===== src/hw/rtl/smf_pkg.sv =====
// ----------------------------------------------------------------------------
// smf_pkg
// Shared constants and types of the sliding median filter.
// ----------------------------------------------------------------------------
`default_nettype none

package smf_pkg;

    localparam int MAX_HALF_WIDTH = 4;
    localparam int SAMPLE_BITS    = 16;

    localparam int              CFG_BITS         = 3;
    localparam logic [CFG_BITS-1:0] HALF_WIDTH_RESET = 3'd1;

    localparam int              SEEN_BITS = 4;
    localparam logic [SEEN_BITS-1:0] SEEN_MAX = 4'd15;

    localparam int APB_ADDR_BITS = 3;
    localparam int APB_DATA_BITS = 32;
    localparam int REG_IDX_BITS  = APB_ADDR_BITS - 2;
    localparam logic [REG_IDX_BITS-1:0] REG_HALF_WIDTH = 1'b0;

    typedef enum logic [1:0] {
        ST_IDLE,
        ST_SORT,
        ST_EMIT
    } smf_state_t;

    typedef struct packed {
        logic valid;
        logic lt;
    } smf_link_t;

    typedef struct packed {
        logic upd;
        logic last;
    } smf_hist_ctl_t;

endpackage

`default_nettype wire


===== src/hw/rtl/smf_if.sv =====
// ----------------------------------------------------------------------------
// smf_if
// Stream channels of the sliding median filter: samples in, medians out.
// ----------------------------------------------------------------------------
`default_nettype none

interface smf_in_if #(
    parameter int W = smf_pkg::SAMPLE_BITS
);
    logic                valid;
    logic                ready;
    logic signed [W-1:0] sample;
    logic                end_of_stream;

    modport source (output valid, sample, end_of_stream, input ready);
    modport sink   (input valid, sample, end_of_stream, output ready);
endinterface

interface smf_out_if #(
    parameter int W = smf_pkg::SAMPLE_BITS
);
    logic                valid;
    logic                ready;
    logic signed [W-1:0] median_value;
    logic                last_output;

    modport source (output valid, median_value, last_output, input ready);
    modport sink   (input valid, median_value, last_output, output ready);
endinterface

`default_nettype wire


===== src/hw/rtl/smf_sort_cell.sv =====
// ----------------------------------------------------------------------------
// smf_sort_cell
// One slot of the sorted insertion chain. Holds a value and a valid flag;
// on insert it keeps its value, takes the new one, or takes its left
// neighbor's value so that the chain stays in ascending order.
// ----------------------------------------------------------------------------
`default_nettype none

module smf_sort_cell #(
    parameter int W = smf_pkg::SAMPLE_BITS
) (
    input  wire logic                clk,
    input  wire logic                rst_n,
    input  wire logic                ins,
    input  wire logic                clr,
    input  wire logic signed [W-1:0] x,
    input  wire logic signed [W-1:0] left_val,
    input  wire smf_pkg::smf_link_t  left_ctl,
    output logic signed [W-1:0]      val,
    output smf_pkg::smf_link_t       ctl
);

    logic signed [W-1:0] val_reg;
    logic signed [W-1:0] val_next;
    logic                valid_reg;
    logic                valid_next;
    logic                eff_valid;
    logic                lt;

    assign eff_valid = valid_reg & ~clr;
    assign lt        = ins & (~eff_valid | (x < val_reg));
    assign ctl       = '{valid: eff_valid, lt: lt};
    assign val       = val_reg;

    always_comb
    begin
        val_next   = val_reg;
        valid_next = valid_reg;
        if (lt)
        begin
            if (left_ctl.lt)
            begin
                val_next   = left_val;
                valid_next = left_ctl.valid;
            end
            else
            begin
                val_next   = x;
                valid_next = 1'b1;
            end
        end
    end

    always_ff @(posedge clk or negedge rst_n)
    begin
        if (!rst_n)
        begin
            valid_reg <= 1'b0;
        end
        else
        begin
            valid_reg <= valid_next;
        end
    end

    always_ff @(posedge clk)
    begin
        val_reg <= val_next;
    end

endmodule

`default_nettype wire


===== src/hw/rtl/smf_sort_chain.sv =====
// ----------------------------------------------------------------------------
// smf_sort_chain
// Row of sort cells. One window value enters per cycle; after the last one
// the cell at the half width position holds the median.
// ----------------------------------------------------------------------------
`default_nettype none

module smf_sort_chain #(
    parameter int MAX_HALF_WIDTH = smf_pkg::MAX_HALF_WIDTH,
    parameter int W              = smf_pkg::SAMPLE_BITS,
    localparam int WIN           = 2 * MAX_HALF_WIDTH + 1,
    localparam int LW            = $clog2(MAX_HALF_WIDTH + 1)
) (
    input  wire logic                clk,
    input  wire logic                rst_n,
    input  wire logic                ins,
    input  wire logic                clr,
    input  wire logic signed [W-1:0] x,
    input  wire logic [LW-1:0]       sel,
    output logic signed [W-1:0]      median
);

    localparam int IW = $clog2(WIN + 1);

    logic signed [W-1:0] lnk_val [WIN+1];
    smf_pkg::smf_link_t  lnk_ctl [WIN+1];
    logic [IW-1:0]       sel_idx;

    assign lnk_val[0] = '0;
    assign lnk_ctl[0] = '0;

    for (genvar i = 0; i < WIN; i++)
    begin : g_cell
        smf_sort_cell #(
            .W (W)
        ) u_cell (
            .clk      (clk),
            .rst_n    (rst_n),
            .ins      (ins),
            .clr      (clr),
            .x        (x),
            .left_val (lnk_val[i]),
            .left_ctl (lnk_ctl[i]),
            .val      (lnk_val[i+1]),
            .ctl      (lnk_ctl[i+1])
        );
    end

    assign sel_idx = IW'(sel) + IW'(1);
    assign median  = lnk_val[sel_idx];

endmodule

`default_nettype wire


===== src/hw/rtl/smf_history.sv =====
// ----------------------------------------------------------------------------
// smf_history
// Sample history of the current stream and its saturating sample count.
// Supplies the padded window value for a given buffer position.
// ----------------------------------------------------------------------------
`default_nettype none

module smf_history #(
    parameter int MAX_HALF_WIDTH = smf_pkg::MAX_HALF_WIDTH,
    parameter int W              = smf_pkg::SAMPLE_BITS,
    localparam int LW            = $clog2(MAX_HALF_WIDTH + 1),
    localparam int TW            = $clog2(3 * MAX_HALF_WIDTH + 1)
) (
    input  wire logic                       clk,
    input  wire logic                       rst_n,
    input  wire smf_pkg::smf_hist_ctl_t     ctl,
    input  wire logic signed [W-1:0]        din,
    input  wire logic [LW-1:0]              l,
    input  wire logic [TW-1:0]              t,
    input  wire logic signed [W-1:0]        cur,
    output logic signed [W-1:0]             win_val,
    output logic [smf_pkg::SEEN_BITS-1:0]   seen
);

    localparam int HD  = 2 * MAX_HALF_WIDTH;
    localparam int HIW = $clog2(HD);

    logic signed [W-1:0]                hist_reg [HD];
    logic [smf_pkg::SEEN_BITS-1:0]      seen_reg;
    logic [TW:0]                        two_l;
    logic [TW:0]                        idx;

    assign two_l = (TW+1)'({l, 1'b0});
    assign idx   = two_l - (TW+1)'(t) - (TW+1)'(1);
    assign seen  = seen_reg;

    always_comb
    begin
        if ((TW+1)'(t) < two_l)
        begin
            win_val = hist_reg[idx[HIW-1:0]];
        end
        else
        begin
            win_val = cur;
        end
    end

    always_ff @(posedge clk or negedge rst_n)
    begin
        if (!rst_n)
        begin
            for (int i = 0; i < HD; i++)
            begin
                hist_reg[i] <= '0;
            end
            seen_reg <= '0;
        end
        else if (ctl.upd)
        begin
            if (ctl.last)
            begin
                for (int i = 0; i < HD; i++)
                begin
                    hist_reg[i] <= '0;
                end
                seen_reg <= '0;
            end
            else
            begin
                for (int i = HD - 1; i > 0; i--)
                begin
                    hist_reg[i] <= hist_reg[i-1];
                end
                hist_reg[0] <= din;
                if (seen_reg != smf_pkg::SEEN_MAX)
                begin
                    seen_reg <= seen_reg + 1'b1;
                end
            end
        end
    end

endmodule

`default_nettype wire


===== src/hw/rtl/sliding_median_filter.sv =====
// Flow: the input is ready only in the idle state. An item with no result only
//   updates the history; otherwise the sort chain takes one window value per
//   cycle for each result, and each result waits in the emit state until the
//   output register is free. End of stream flushes the remaining results.
// Reset: history and sample count clear to zero, half_width returns to 1.
// ----------------------------------------------------------------------------
// sliding_median_filter
// Running median of 2*half_width+1 samples, zero padded at stream start; end of
// stream flush repeats the last sample. A sequencer feeds windows to a sort chain.
// ----------------------------------------------------------------------------
`default_nettype none

module sliding_median_filter #(
    parameter int MAX_HALF_WIDTH = smf_pkg::MAX_HALF_WIDTH,
    parameter int SAMPLE_BITS    = smf_pkg::SAMPLE_BITS
) (
    input  wire logic                                clk,
    input  wire logic                                rst_n,
    input  wire logic                                psel,
    input  wire logic                                penable,
    input  wire logic                                pwrite,
    input  wire logic [smf_pkg::APB_ADDR_BITS-1:0]   paddr,
    input  wire logic [smf_pkg::APB_DATA_BITS-1:0]   pwdata,
    output logic [smf_pkg::APB_DATA_BITS-1:0]        prdata,
    output logic                                     pready,
    smf_in_if.sink                                   in_ch,
    smf_out_if.source                                out_ch
);

    localparam int W   = SAMPLE_BITS;
    localparam int WIN = 2 * MAX_HALF_WIDTH + 1;
    localparam int LW  = $clog2(MAX_HALF_WIDTH + 1);
    localparam int KW  = $clog2(WIN);
    localparam int TW  = $clog2(3 * MAX_HALF_WIDTH + 1);
    localparam int SB  = smf_pkg::SEEN_BITS;
    localparam int CW  = (LW > SB) ? LW : SB;

    logic [smf_pkg::CFG_BITS-1:0]      half_width_reg;
    logic [smf_pkg::REG_IDX_BITS-1:0]  reg_idx;
    logic                              cfg_wr;

    smf_pkg::smf_state_t  state_reg;
    smf_pkg::smf_state_t  state_next;
    logic signed [W-1:0]  cur_reg;
    logic signed [W-1:0]  cur_next;
    logic                 last_reg;
    logic                 last_next;
    logic [LW-1:0]        l_reg;
    logic [LW-1:0]        l_next;
    logic [LW-1:0]        d_reg;
    logic [LW-1:0]        d_next;
    logic [LW-1:0]        dend_reg;
    logic [LW-1:0]        dend_next;
    logic [KW-1:0]        k_reg;
    logic [KW-1:0]        k_next;
    logic                 out_valid_reg;
    logic                 out_valid_next;
    logic signed [W-1:0]  out_median_reg;
    logic signed [W-1:0]  out_median_next;
    logic                 out_last_reg;
    logic                 out_last_next;

    logic [LW-1:0]        l_eff;
    logic [SB-1:0]        seen;
    logic                 seen_ge;
    logic [LW-1:0]        dstart;
    logic                 has_result;
    logic                 in_acc;
    logic                 out_free;
    logic                 k_end;
    logic [TW-1:0]        t_idx;
    logic signed [W-1:0]  win_val;
    logic signed [W-1:0]  median;
    logic                 ins;
    logic                 clr;
    smf_pkg::smf_hist_ctl_t hist_ctl;
    logic signed [W-1:0]  hist_din;

    // Configuration port
    assign reg_idx = paddr[smf_pkg::APB_ADDR_BITS-1:2];
    assign cfg_wr  = psel & penable & pwrite;
    assign pready  = 1'b1;

    always_comb
    begin
        if (reg_idx == smf_pkg::REG_HALF_WIDTH)
        begin
            prdata = smf_pkg::APB_DATA_BITS'(half_width_reg);
        end
        else
        begin
            prdata = '0;
        end
    end

    always_ff @(posedge clk or negedge rst_n)
    begin
        if (!rst_n)
        begin
            half_width_reg <= smf_pkg::HALF_WIDTH_RESET;
        end
        else if (cfg_wr && reg_idx == smf_pkg::REG_HALF_WIDTH)
        begin
            half_width_reg <= pwdata[smf_pkg::CFG_BITS-1:0];
        end
    end

    // Clamp and stream start bookkeeping
    always_comb
    begin
        if (32'(half_width_reg) > 32'(MAX_HALF_WIDTH))
        begin
            l_eff = LW'(MAX_HALF_WIDTH);
        end
        else
        begin
            l_eff = LW'(half_width_reg);
        end
    end

    assign seen_ge    = CW'(seen) >= CW'(l_eff);
    assign dstart     = seen_ge ? '0 : LW'(CW'(l_eff) - CW'(seen));
    assign has_result = in_ch.end_of_stream | seen_ge;

    assign in_ch.ready = (state_reg == smf_pkg::ST_IDLE);
    assign in_acc      = in_ch.valid & in_ch.ready;
    assign out_free    = ~out_valid_reg | out_ch.ready;
    assign k_end       = (k_reg == KW'({l_reg, 1'b0}));
    assign t_idx       = TW'(d_reg) + TW'(k_reg);

    assign out_ch.valid        = out_valid_reg;
    assign out_ch.median_value = out_median_reg;
    assign out_ch.last_output  = out_last_reg;

    smf_history #(
        .MAX_HALF_WIDTH (MAX_HALF_WIDTH),
        .W              (W)
    ) u_history (
        .clk     (clk),
        .rst_n   (rst_n),
        .ctl     (hist_ctl),
        .din     (hist_din),
        .l       (l_reg),
        .t       (t_idx),
        .cur     (cur_reg),
        .win_val (win_val),
        .seen    (seen)
    );

    smf_sort_chain #(
        .MAX_HALF_WIDTH (MAX_HALF_WIDTH),
        .W              (W)
    ) u_sort_chain (
        .clk    (clk),
        .rst_n  (rst_n),
        .ins    (ins),
        .clr    (clr),
        .x      (win_val),
        .sel    (l_reg),
        .median (median)
    );

    // Sequencer
    always_comb
    begin
        state_next      = state_reg;
        cur_next        = cur_reg;
        last_next       = last_reg;
        l_next          = l_reg;
        d_next          = d_reg;
        dend_next       = dend_reg;
        k_next          = k_reg;
        out_valid_next  = out_valid_reg & ~out_ch.ready;
        out_median_next = out_median_reg;
        out_last_next   = out_last_reg;
        ins             = 1'b0;
        clr             = 1'b0;
        hist_ctl        = '0;
        hist_din        = cur_reg;
        case (state_reg)
            smf_pkg::ST_IDLE:
            begin
                if (in_acc)
                begin
                    cur_next  = in_ch.sample;
                    last_next = in_ch.end_of_stream;
                    l_next    = l_eff;
                    d_next    = dstart;
                    dend_next = in_ch.end_of_stream ? l_eff : '0;
                    k_next    = '0;
                    if (has_result)
                    begin
                        state_next = smf_pkg::ST_SORT;
                    end
                    else
                    begin
                        hist_ctl.upd  = 1'b1;
                        hist_ctl.last = in_ch.end_of_stream;
                        hist_din      = in_ch.sample;
                    end
                end
            end
            smf_pkg::ST_SORT:
            begin
                ins = 1'b1;
                clr = (k_reg == '0);
                if (k_end)
                begin
                    state_next = smf_pkg::ST_EMIT;
                end
                else
                begin
                    k_next = k_reg + 1'b1;
                end
            end
            smf_pkg::ST_EMIT:
            begin
                if (out_free)
                begin
                    out_valid_next  = 1'b1;
                    out_median_next = median;
                    out_last_next   = last_reg & (d_reg == l_reg);
                    if (d_reg == dend_reg)
                    begin
                        hist_ctl.upd  = 1'b1;
                        hist_ctl.last = last_reg;
                        state_next    = smf_pkg::ST_IDLE;
                    end
                    else
                    begin
                        d_next     = d_reg + 1'b1;
                        k_next     = '0;
                        state_next = smf_pkg::ST_SORT;
                    end
                end
            end
            default:
            begin
                state_next = smf_pkg::ST_IDLE;
            end
        endcase
    end

    always_ff @(posedge clk or negedge rst_n)
    begin
        if (!rst_n)
        begin
            state_reg     <= smf_pkg::ST_IDLE;
            out_valid_reg <= 1'b0;
            l_reg         <= '0;
            d_reg         <= '0;
            dend_reg      <= '0;
            k_reg         <= '0;
        end
        else
        begin
            state_reg     <= state_next;
            out_valid_reg <= out_valid_next;
            l_reg         <= l_next;
            d_reg         <= d_next;
            dend_reg      <= dend_next;
            k_reg         <= k_next;
        end
    end

    always_ff @(posedge clk)
    begin
        cur_reg        <= cur_next;
        last_reg       <= last_next;
        out_median_reg <= out_median_next;
        out_last_reg   <= out_last_next;
    end

    // Assertions
    a_final_position: assert property (@(posedge clk) disable iff (!rst_n)
        (state_reg == smf_pkg::ST_EMIT && out_free && last_reg && d_reg == dend_reg)
        |-> (d_reg == l_reg))
        else $error("final flush result not at the last stream position");

    a_window_range: assert property (@(posedge clk) disable iff (!rst_n)
        (state_reg == smf_pkg::ST_SORT)
        |-> ((32'(d_reg) + 32'(k_reg)) <= 3 * 32'(l_reg)))
        else $error("window position beyond padded buffer");

    a_no_result_idle: assert property (@(posedge clk) disable iff (!rst_n)
        (in_acc && !has_result) |=> (state_reg == smf_pkg::ST_IDLE))
        else $error("sequencer left idle for a transaction with no result");

endmodule

`default_nettype wire

===== src/flat_wrapper.sv =====
// flat-port wrapper written by rule: the top's interface ports become plain ports
module sliding_median_filter_flat 
#(
    parameter int MAX_HALF_WIDTH = smf_pkg::MAX_HALF_WIDTH,
    parameter int SAMPLE_BITS    = smf_pkg::SAMPLE_BITS
)
  (clk, rst_n, psel, penable, pwrite, paddr, pwdata, prdata, pready, in_ch_valid, in_ch_sample, in_ch_end_of_stream, in_ch_ready, out_ch_valid, out_ch_median_value, out_ch_last_output, out_ch_ready);
  smf_in_if in_ch_i ();
  smf_out_if out_ch_i ();
  input  wire logic clk;
  input  wire logic rst_n;
  input  wire logic psel;
  input  wire logic penable;
  input  wire logic pwrite;
  input  wire logic [smf_pkg::APB_ADDR_BITS-1:0] paddr;
  input  wire logic [smf_pkg::APB_DATA_BITS-1:0] pwdata;
  output logic [smf_pkg::APB_DATA_BITS-1:0] prdata;
  output logic pready;
  input wire logic [$bits(in_ch_i.valid)-1:0] in_ch_valid;
  input wire logic [$bits(in_ch_i.sample)-1:0] in_ch_sample;
  input wire logic [$bits(in_ch_i.end_of_stream)-1:0] in_ch_end_of_stream;
  output wire logic [$bits(in_ch_i.ready)-1:0] in_ch_ready;
  output wire logic [$bits(out_ch_i.valid)-1:0] out_ch_valid;
  output wire logic [$bits(out_ch_i.median_value)-1:0] out_ch_median_value;
  output wire logic [$bits(out_ch_i.last_output)-1:0] out_ch_last_output;
  input wire logic [$bits(out_ch_i.ready)-1:0] out_ch_ready;
  assign in_ch_i.valid = in_ch_valid;
  assign in_ch_i.sample = in_ch_sample;
  assign in_ch_i.end_of_stream = in_ch_end_of_stream;
  assign in_ch_ready = in_ch_i.ready;
  assign out_ch_valid = out_ch_i.valid;
  assign out_ch_median_value = out_ch_i.median_value;
  assign out_ch_last_output = out_ch_i.last_output;
  assign out_ch_i.ready = out_ch_ready;
  sliding_median_filter #(.MAX_HALF_WIDTH(MAX_HALF_WIDTH), .SAMPLE_BITS(SAMPLE_BITS)) u_core (.clk(clk), .rst_n(rst_n), .psel(psel), .penable(penable), .pwrite(pwrite), .paddr(paddr), .pwdata(pwdata), .prdata(prdata), .pready(pready), .in_ch(in_ch_i), .out_ch(out_ch_i));
endmodule

===== config.mk =====
export PLATFORM = sky130hd
export DESIGN_NAME = sliding_median_filter_flat
export DESIGN_NICKNAME = d
export VERILOG_FILES = /design/src/hw/rtl/smf_pkg.sv /design/src/hw/rtl/smf_if.sv /design/src/hw/rtl/smf_sort_cell.sv /design/src/hw/rtl/smf_sort_chain.sv /design/src/hw/rtl/smf_history.sv /design/src/hw/rtl/sliding_median_filter.sv /design/src/flat_wrapper.sv
export SDC_FILE = /design/constraint.sdc
export NUM_CORES = 1
export LEC_CHECK = 0
export BUFFER_PORTS_ARGS = -buffer_cell sky130_fd_sc_hd__buf_2
export CAP_MARGIN = 30
export CORE_MARGIN = 2
export CORE_UTILIZATION = 30
export CTS_CLUSTER_DIAMETER = 80
export DETAILED_ROUTE_END_ITERATION = 16
export PLACE_DENSITY = 0.51
export SETUP_SLACK_MARGIN = 0.4
export SYNTH_ARGS = -nofsm -noshare
export SYNTH_HDL_FRONTEND = slang
export SYNTH_SLANG_ARGS = --single-unit
export TNS_END_PERCENT = 10

===== constraint.sdc =====
create_clock -name clk -period 5.5 [get_ports clk]
set_clock_uncertainty 0.1 [all_clocks]
set_input_delay 0 -clock clk [delete_from_list [all_inputs] [get_ports clk]]
set_output_delay 0 -clock clk [all_outputs]
set_load 0.005 [all_outputs]

==> summary.txt <==
Setup violators final: 0
Hold slack: -0.02158 ns
Tmin final: 5.050 ns
Post-DP HPWL: 37,960 um
Starting Density: 0.3045
Initial antenna violation count: 0
Fill count: 6,065
H-Tree Depth: 2
Largest area contributor in the netlist: edfxtp_1
Fin. max-slew vios: 0
CP arrival: 5.27 ns
Critical path launch point type: register
RSZ-0062 raised after global routing: yes
ANT nets after route: 0
Fin crit share: 0.9182
Total global-route track usage: 0.1660
Outcome: finished with violations
# DRC: 0
Max cap viols: 0
Failing checks: hold timing
Total gr overflow: 0
Worst setup EP type: register
Commonest cells post-synth: nand2_1 (343), edfxtp_1 (162), dfrtp_1 (158), inv_1 (152), ha_1 (137)
Most common cell in the netlist: nand2_1
Port bufs: 49
Most used flip-flop cell after synthesis: edfxtp_1
WL final: 54,100 um
First-pass GRT wire length: 83,390 um
Async SR Flop Fraction: 0.4953
Register area: 8848 um2
Layout net count: 2,151
Max Fclk: 198.0 MHz
Vias/cell: 5.067
Largest net degree at the start of global routing: 78
Cells after synthesis: 1,815
Core Region: 61,830 um2
Clock sink total: 321
Multi-input gate area: 9331 um2
Die area: 64,780 um2
Drt first pass iters: 5
Netlist cell types: 71
Post-Syn Area: 18,830 um2
Setup CP Type: register to register
Number of synthesized flops with an enable pin: 162
CTS tree: built
#FFs+latches synth: 321
Initial DRC Count: 1,098
Avg Cell Area, Syn: 10.37 um2
Seq/Total Area, Yosys: 0.4698
Min-Delay Path Class: primary input to asynchronous set/reset pin
Total negative slack: 0 ns
Yosys warns: 0
Area contributors post-synth: edfxtp_1 (26%), dfrtp_1 (21%), ha_1 (9.1%)
TritonCTS buffer count: 39
Yosys top cell area share: 0.2584
CTS max path bufs: 3
Die X: 254.5 um
Worst-path clk slew: 0.06 ns
Crit Path Max Fanout: 15
Skew-Pair Late Insertion Delay: 0.59 ns
Final core occ: 0.3714
Die height: 254.5 um
Via count: 14,290
Area growth, synth to finish: 21.95%
Final hold violations: 53
Row cnt: 91
Share of layout cells above drive strength 1: 0.2315
Worst slew margin: 0.3190
DR WL/cell: 19.19 um
Worst Tran Pin Value: 1.016 ns
Num ports: 111
Vias in the first global route: 14,190
Clk root buf: clkbuf_16
# diodes: 0
Worst path required time: 5.72 ns
Gp weighted congestion: 0.8785
## metrics by stage
stage	setup slack, ns	instances	cell area [um2]
floorplan	0.4232	1843	18960
global placement	0.1079	2676	20320
detailed placement	0.007699	2678	20360
CTS	0.3479	2783	22140
global route	0.2584	2820	22960
finish	0.4498	2820	22960
## final cells by class
type / instances / area share
flip-flops and latches: 321 / 0.3854
multi-input cells: 1251 / 0.4064
inverters: 153 / 0.02518
well taps: 837 / 0.04561
clock inverters: 26 / 0.01248
repair buffers: 187 / 0.07967
clock buffers: 45 / 0.04523
## layout by cell type, fill, tap and decap left out, drive strengths merged, types with 23 or more instances in the layout
| master | count |
|---|---|
| a21oi | 85 |
| a221oi | 34 |
| buf | 155 |
| clkbuf | 51 |
| conb | 30 |
| dfrtp | 158 |
| dlygate4sd3 | 26 |
| edfxtp | 162 |
| ha | 137 |
| inv | 152 |
| mux2 | 115 |
| mux4 | 32 |
| nand2 | 343 |
| nand3 | 129 |
| nand4 | 23 |
| nor2 | 61 |
| o21ai | 45 |
## path summary, 6_finish.rpt
path                       cells after the start                         start                                          end  slack (ns)
setup / recovery                              18               u_core.k_reg[0]  u_core.u_sort_chain.g_cell[2].u_cell.val[1]        0.45
hold / removal                                 2                         rst_n                u_core.u_history.hist_reg[59]       -0.02
setup reg to reg                              18               u_core.k_reg[0]  u_core.u_sort_chain.g_cell[2].u_cell.val[1]        0.45
hold reg to reg                                2  u_core.u_history.hist_reg[8]                 u_core.u_history.hist_reg[8]        0.36
max in group asynchronous                      3                         rst_n                u_core.u_history.hist_reg[84]        4.18
min in group clk                               2              in_ch_sample[13]                           u_core.cur_reg[13]        0.06
## cells by family after synthesis
family                   Yosys count  share of synthesized area
AO/OA/AOI/OAI                    293                     0.1065
flip-flops                       321                     0.4698
XOR/XNOR                          17                   0.007909
AND/OR/NAND/NOR                  607                     0.1401
adder cells (fa/ha/maj)          139                    0.09317
multiplexers                     165                     0.1184
other                              2                  0.0003989
buffers and inverters            271                    0.06367
## routing by layer
metal  share of wire  GRT usage  vias up
met3           0.041    0.02878       96
met2            0.48     0.2740      321
met5               0          0        -
met1            0.45     0.2210     7138
met4           0.029    0.05361        0
li1                -          -     6734
## worst max-delay path, stage by stage, from the launching register on
cell,delay (ns)
dfrtp_1,0.39
ha_2,0.19
inv_1,0.07
fa_2,0.48
ha_4,0.37
buf_12,0.17
mux4_2,0.32
a22oi_2,0.22
nand2_2,0.10
buf_12,0.16
ha_1,0.31
nand4_1,0.12
nor2_1,0.06
a211o_1,0.30
a2111oi_4,0.43
o211ai_1,0.22
o21ai_4,0.25
buf_12,0.17
mux2_2,0.35
## repair_timing
action,4_1_cts,5_1_grt
hold endpoints to repair,119,0
pin swaps,9,48
setup buffers,7,31
hold buffers,26,0
gates cloned,1,5
setup endpoints to repair,224,224
resized for setup,30,83
Power is not shown: default switching activity piles up to over one toggle a cycle in this logic, so the estimate is an artifact.
